**src/hdl/indexed_array_list_core_defines.svh**
```systemverilog
// Assertion macros shared by the array list core.
// No dependencies; included by files that carry concurrent checks.
`ifndef INDEXED_ARRAY_LIST_CORE_DEFINES_SVH
`define INDEXED_ARRAY_LIST_CORE_DEFINES_SVH

// Condition must hold at every clock edge outside reset.
`define IAL_ASSERT_ALWAYS(label, clk, rst_n, cond, msg) \
  label: assert property (@(posedge clk) disable iff (!rst_n) (cond)) else $error(msg);

// Same-cycle implication outside reset.
`define IAL_ASSERT_IMPL(label, clk, rst_n, ante, cons, msg) \
  label: assert property (@(posedge clk) disable iff (!rst_n) (ante) |-> (cons)) \
    else $error(msg);

`endif

```
**src/hdl/ial_pkg.sv**
```systemverilog
// Types, codes and sizes for the array list core.
// No dependencies; imported by ial_cell, indexed_array_list_core and the testbench.
`timescale 1ns / 1ps

package ial_pkg;

  localparam int unsigned CAPACITY = 64;
  localparam int unsigned IDX_W    = $clog2(CAPACITY);
  localparam int unsigned CNT_W    = $clog2(CAPACITY + 1);
  localparam int unsigned DATA_W   = 32;
  localparam int unsigned POS_W    = 6;
  localparam int unsigned FILL_W   = 7;

  typedef logic signed [DATA_W-1:0] data_t;

  typedef enum logic [1:0] {
    FN_APPEND = 2'd0,
    FN_POP    = 2'd1,
    FN_REMOVE = 2'd2,
    FN_INSERT = 2'd3
  } func_e;

  typedef enum logic [1:0] {
    ST_OK    = 2'd0,
    ST_RANGE = 2'd1,
    ST_FULL  = 2'd2
  } status_e;

  // Broadcast to every cell for one request.
  typedef struct packed {
    logic             go;     // request succeeds, cells update
    func_e            func;
    logic [CNT_W-1:0] pos;    // target index, zero-extended
    logic [CNT_W-1:0] count;  // entries held before the request
    logic [CNT_W-1:0] last;   // count - 1
    data_t            value;
  } ctrl_t;

endpackage

```
**src/hdl/ial_cell.sv**
```systemverilog
// One slot of the list: holds a word, shifts with its neighbors.
// Depends on ial_pkg.
`timescale 1ns / 1ps

module ial_cell
  import ial_pkg::*;
(
  input  logic             clk_i,
  input  logic             rst_ni,
  input  logic [IDX_W-1:0] idx_i,       // fixed slot number
  input  ctrl_t            ctrl_i,
  input  logic [CNT_W-1:0] rd_idx_i,
  input  data_t            left_i,      // slot idx-1
  input  data_t            right_i,     // slot idx+1
  output data_t            data_o,
  output data_t            rd_data_o
);

  logic [CNT_W-1:0] ix;
  data_t            data_d, data_q;

  assign ix = CNT_W'(idx_i);

  always_comb begin
    data_d = data_q;
    if (ctrl_i.go) begin
      case (ctrl_i.func)
        FN_APPEND: begin
          if (ix == ctrl_i.count) data_d = ctrl_i.value;
        end
        FN_POP: begin
          if (ix == ctrl_i.last) data_d = '0;
        end
        FN_REMOVE: begin
          if (ix == ctrl_i.last) data_d = '0;
          else if (ix >= ctrl_i.pos && ix < ctrl_i.last) data_d = right_i;
        end
        default: begin
          if (ix == ctrl_i.pos) data_d = ctrl_i.value;
          else if (ix > ctrl_i.pos && ix <= ctrl_i.count) data_d = left_i;
        end
      endcase
    end
  end

  always_ff @(posedge clk_i or negedge rst_ni) begin
    if (!rst_ni) begin
      data_q <= '0;
    end else begin
      data_q <= data_d;
    end
  end

  assign data_o    = data_q;
  assign rd_data_o = (ix == rd_idx_i) ? data_q : '0;

endmodule

```
**config.mk**
```make
export PLATFORM = sky130hd
export DESIGN_NAME = ial_cell
export DESIGN_NICKNAME = d
export VERILOG_FILES = /design/src/hdl/indexed_array_list_core_defines.svh /design/src/hdl/ial_pkg.sv /design/src/hdl/ial_cell.sv
export SDC_FILE = /design/constraint.sdc
export NUM_CORES = 1
export LEC_CHECK = 0
export BUFFER_PORTS_ARGS = -buffer_cell sky130_fd_sc_hd__buf_2
export CAP_MARGIN = 20
export CORE_ASPECT_RATIO = 1.1
export CORE_MARGIN = 5
export CORE_UTILIZATION = 44
export CTS_CLUSTER_SIZE = 24
export DETAILED_ROUTE_END_ITERATION = 7
export MAX_ROUTING_LAYER = met4
export PLACE_DENSITY = 0.84
export SLEW_MARGIN = 30
export SYNTH_ARGS = -nofsm -noshare
export SYNTH_HDL_FRONTEND = slang
export SYNTH_SLANG_ARGS = --single-unit
```
**constraint.sdc**
```tcl
create_clock -name clk_i -period 4.3 [get_ports clk_i]
set_input_delay 0.645 -clock clk_i [delete_from_list [all_inputs] [get_ports clk_i]]
set_output_delay 0.645 -clock clk_i [all_outputs]
set_load 0.01 [all_outputs]
```
== Word-level counts from Yosys, hierarchy flattened ==
Index checks and enable logic that the tools add are counted.

* Logic and storage cells: 27
* Bits in registers: 32
* RAM bits: 0
* Memories kept: 0
* Bits in read-only memories: 0
* Bits in latches: 0
* Bits of input ports: 135

* Shift operators: 0
* Bitwise logic cells: 0
* Muxes and demuxes: 8
* Multiply operators: 0
* Magnitude comparators: 4
* Divide/modulo/power cells: 0
* Equality and inequality tests: 9
* Reductions and logical operators: 5
* Add/sub/neg operators: 0

{| class="wikitable"
|+ Operator list
! operator !! count
|-
| $mux W32 || 7
|-
| $pmux W32 S3 || 1
|-
| $eq A6 B7 Y1 || 4
|-
| $ge A6 B7 Y1 || 1
|-
| $gt A6 B7 Y1 || 1
|-
| $le A6 B7 Y1 || 1
|-
| $lt A6 B7 Y1 || 1
|-
| $reduce_and A5 Y1 || 1
|-
| $reduce_bool A5 Y1 || 1
|-
| $ne A2 B2 Y1 const B || 2
|-
| $ne A3 B3 Y1 const B || 1
|-
| $eq A2 B1 Y1 const B || 1
|-
| $eq A2 B2 Y1 const B || 1
|-
| $logic_and A1 B1 Y1 || 2
|-
| $logic_not A2 Y1 || 1
|}

== Depth between registers and ports, before layout ==
* Depth after elaboration: 5
* Gate-level depth with buffers: 10
* Mapped depth without buffers: 8

== Worst setup path before layout ==
Ideal clock, no wire load.

* Kind: input to register
* Start: input port idx_i[0]
* End: register data_q[0] (netlist: data_o[0])
* Path slack: 1.486 ns
* Buffers on the path: 1
* Setup time: 0.125 ns
* Data arrival time: 2.689 ns
* Stages on the path: 9
* Data required time: 4.175 ns
* Cells stage by stage: inv_1 > ha_1 > nand2b_1 > a211oi_1 > o32a_1 > o31a_1 > a2111oi_4 > buf_6 > mux2_4

* Word-level cells in the longest chain between the ends: 4

{| class="wikitable"
|+ RTL lines
! element !! line !! text
|-
| from (decl) || ial_cell.sv:10 || <nowiki>input logic [IDX_W-1:0] idx_i,</nowiki>
|-
| $ge A6 B7 Y1 (tied with other cells) || ial_cell.sv:36 || <nowiki>else if (ix >= ctrl_i.pos && ix < ctrl_i.last) data_d = right_i;</nowiki>
|-
| $logic_and A1 B1 Y1, on equally long branches || ial_cell.sv:36, ial_cell.sv:40 ||
|-
| $ne A3 B3 Y1 (no line) or $reduce_bool A5 Y1 (tied branches) || n/a ||
|-
| $reduce_and A5 Y1 (no line) || n/a ||
|-
| to (signal assigned) || ial_cell.sv:50 || <nowiki>data_q <= data_d;</nowiki>
|-
| to (decl) || ial_cell.sv:20 || <nowiki>data_t data_d, data_q;</nowiki>
|}

Parallel ways exist; a longest one is shown, timed or not.
A chain may end at the register's enable or synchronous reset.

== Worst setup path after layout ==
* Start: input port idx_i[3]
* End: output port rd_data_o[7]

* Word-level cells in the longest chain between the ends: 2

{| class="wikitable"
|+ RTL lines
! element !! line !! text
|-
| $eq A6 B7 Y1 || ial_cell.sv:55 || <nowiki>assign rd_data_o = (ix == rd_idx_i) ? data_q : '0;</nowiki>
|-
| $mux W32 || ial_cell.sv:55 ||
|-
| to (decl) || ial_cell.sv:16 || <nowiki>output data_t rd_data_o</nowiki>
|}

No other way between the ends.

==> results.txt <==
Outcome = finished clean
Startpoint Class = input port
Cell Chain, Critical Path = buf_2, xor2_1, or4_1, nor4_2, buf_4, and2_1, buf_2
IO Port Bufs = 198
Crit. End Element = primary output
First-pass GRT wire length = 15.6 mm
Clk buf depth = 2
Leakage Power = 2.27 nW
Die width = 88.4 um
VDD IR max = 0.233 mV
CTS root buffer = clkbuf_8
FF/Latch Area = 801 sq um
Initial Util = 45.1%
Most frequent cells in the layout = buf_2, nand2_1, and2_1
CTS tree = done
GR Util met2 = 42.4%
FMAX = 329 MHz
Final wirelength = 10.7 mm
Multi-input logic area = 1990 sq um
Max-Cap Viols = 0
WS Path Type = input port to primary output
Mapped Nets = 494
# nets final = 678
RSZ-0062 raised after global routing = false
Cells after Synth = 337
Worst Skew = 0 ns
Share of synthesized flip-flops with an asynchronous set or reset = 100%
DR iter-0 viols = 128
Final Cycle Share = 70.6%
Largest net degree at the start of global routing = 65
Grt total ovfl = 0
Max FFs per register = 32
WP buf/inv = 3
CP max FO = 30
Setup Viol. Count Final = 0
Power Density = 325 nW/um^2
CORE AREA = 6590 sq um
Vias per cell = 5.54
Final Hold Viols = 0
Synth Warn # = 0
Max_slew headroom = 50.6%
Placer Congestion = 0.937
Mapped Area = 2970 sq um
Share of the yosys chip area belonging to registers = 26.9%
Main flop type after synthesis = dfrtp_1
Via Count = 3,356
Row Count = 31
TNS Setup = 0 ns
Commonest non-fill, non-tap cell in the layout = buf_2
Clock Latency Late Sink = 0.28 ns
TritonCTS buffer count = 5
Count of cells resized by post-cts repair = 0
Number of flops mapped to enable cells by yosys = 0
Clock slew at reported path FFs = 0.07 ns
Yosys cell types = 31
Cell mode on critical path = buf_2
Sink Count = 32
M3 GR Usage = 4.79%
Worst path required time = 3.65 ns
Hold crit path type = input port to asynchronous set/reset pin
Family with the most delay on the worst path = simple AND/OR/NAND/NOR gates
Slew @ Worst Pin = 0.741 ns
Met1 usage = 27.9%
IO Pins = 199
Die H = 96.2 um
GRT Max-Usage Layer = met2
Tot GR Track Use = 24.0%
Post-route ant nets = 0
Fill cells = 570
Initial antenna violation count = 2
Share of post-route cells with drive strength above 1 = 47.5%
Post-CTS setup buffers = 0
Drt wl/cell = 17.6 um
Period minus WS final = 3.04 ns
DR DRC count = 0
Die area = 8500 sq um
Area growth, synth to finish = 39.3%
Final-report max-slew violation count = 0
Syn avg cell area = 8.82 sq um
Hold_buf cts = 0
Drt first pass iters = 5
Hold WS = 0.409 ns
Slowest cell on crit path = or4_1
Arrival time worst endpoint = 2.39 ns
Setup crit start = idx_i[3]
Vias in the first global route = 3,230
Max H-tree Level = 2
Critical path's largest stage delay = 0.54 ns
Synth Register Bits = 32
RR Startpoint = data_o[8]$_DFFE_PN0P_
DPL Wire Length = 8.24 mm
metal layers:
| layer | up-vias | share of wire, % | wire [um] |
|---|---|---|---|
| met3 | 14 | 8.6 | 912 |
| met4 | 0 | 1.1 | 117 |
| met1 | 1593 | 40 | 4230 |
| li1 | 1598 | - | - |
| met5 | - | 0 | 0 |
| met2 | 151 | 51 | 5410 |
stage by stage:
step | cells | setup slack [ns] | instance area [sq um] | util [%] | power (mW)
detailed placement | 596 | 1.11 | 4010 | 60.8 | 1.03
CTS | 604 | 1.28 | 4140 | 62.7 | 1.35
global route | 606 | 1.17 | 4140 | 62.8 | 1.41
finish | 606 | 1.26 | 4140 | 62.8 | 1.35
global placement | 596 | 1.19 | 4000 | 60.6 | 1.01
floorplan | 337 | 1.49 | 2970 | - | 0.780
cell families after synthesis:
kind of cell	after synthesis	synth area share, %
simple gates	119	19.5
flops	32	26.9
fa+ha+maj	22	9.26
xor+xnor	6	1.77
compound gates	80	20.1
mux	32	15.9
buf+inv	46	6.57
final timing paths:
check | to | cells past startpoint | slack [ns]
setup / recovery | rd_data_o[7] | 7 | 1.26
hold / removal | data_o[21]$_DFFE_PN0P_ | 1 | 0.41
setup reg to reg | data_o[8]$_DFFE_PN0P_ | 1 | 3.48
hold reg to reg | data_o[0]$_DFFE_PN0P_ | 1 | 0.53
max in group asynchronous | data_o[4]$_DFFE_PN0P_ | 1 | 3.43
min in group clk_i | data_o[0]$_DFFE_PN0P_ | 1 | 0.53
cell type report:
class | instances | share of cell area [%]
Multi-Input combinational cell | 259 | 48.2
Tap cell | 82 | 2.48
Antenna cell | 2 | 0.121
Clock inverter | 1 | 0.725
Inverter | 18 | 1.63
Timing Repair Buffer | 205 | 25.2
Clock buffer | 7 | 2.33
Sequential cell | 32 | 19.3
power by group:
group          total [mW]  leakage, nW  switching [mW]  internal [mW]
registers           0.493        0.396          0.0919          0.401
clock network       0.318       0.0645           0.113          0.205
logic               0.534         1.81           0.237          0.298
cells in the mapped netlist (all sizes together) (2+ instances only):
| cell | n | area [sq um] |
|---|---|---|
| inv | 18 | 67.6 |
| and2 | 34 | 213 |
| nand2b | 2 | 12.5 |
| a221oi | 32 | 280 |
| nand4b | 2 | 17.5 |
| nand3 | 4 | 20.0 |
| clkbuf | 25 | 93.8 |
| a21oi | 8 | 40.0 |
| xor2 | 6 | 52.6 |
| a31oi | 32 | 200 |
| nor2 | 3 | 11.3 |
| ha | 22 | 275 |
| nand2 | 66 | 248 |
| o21ai | 3 | 15.0 |
| dfrtp | 32 | 801 |
| mux2 | 32 | 473 |
| buf | 3 | 33.8 |
(Power assumes the default switching activity.)
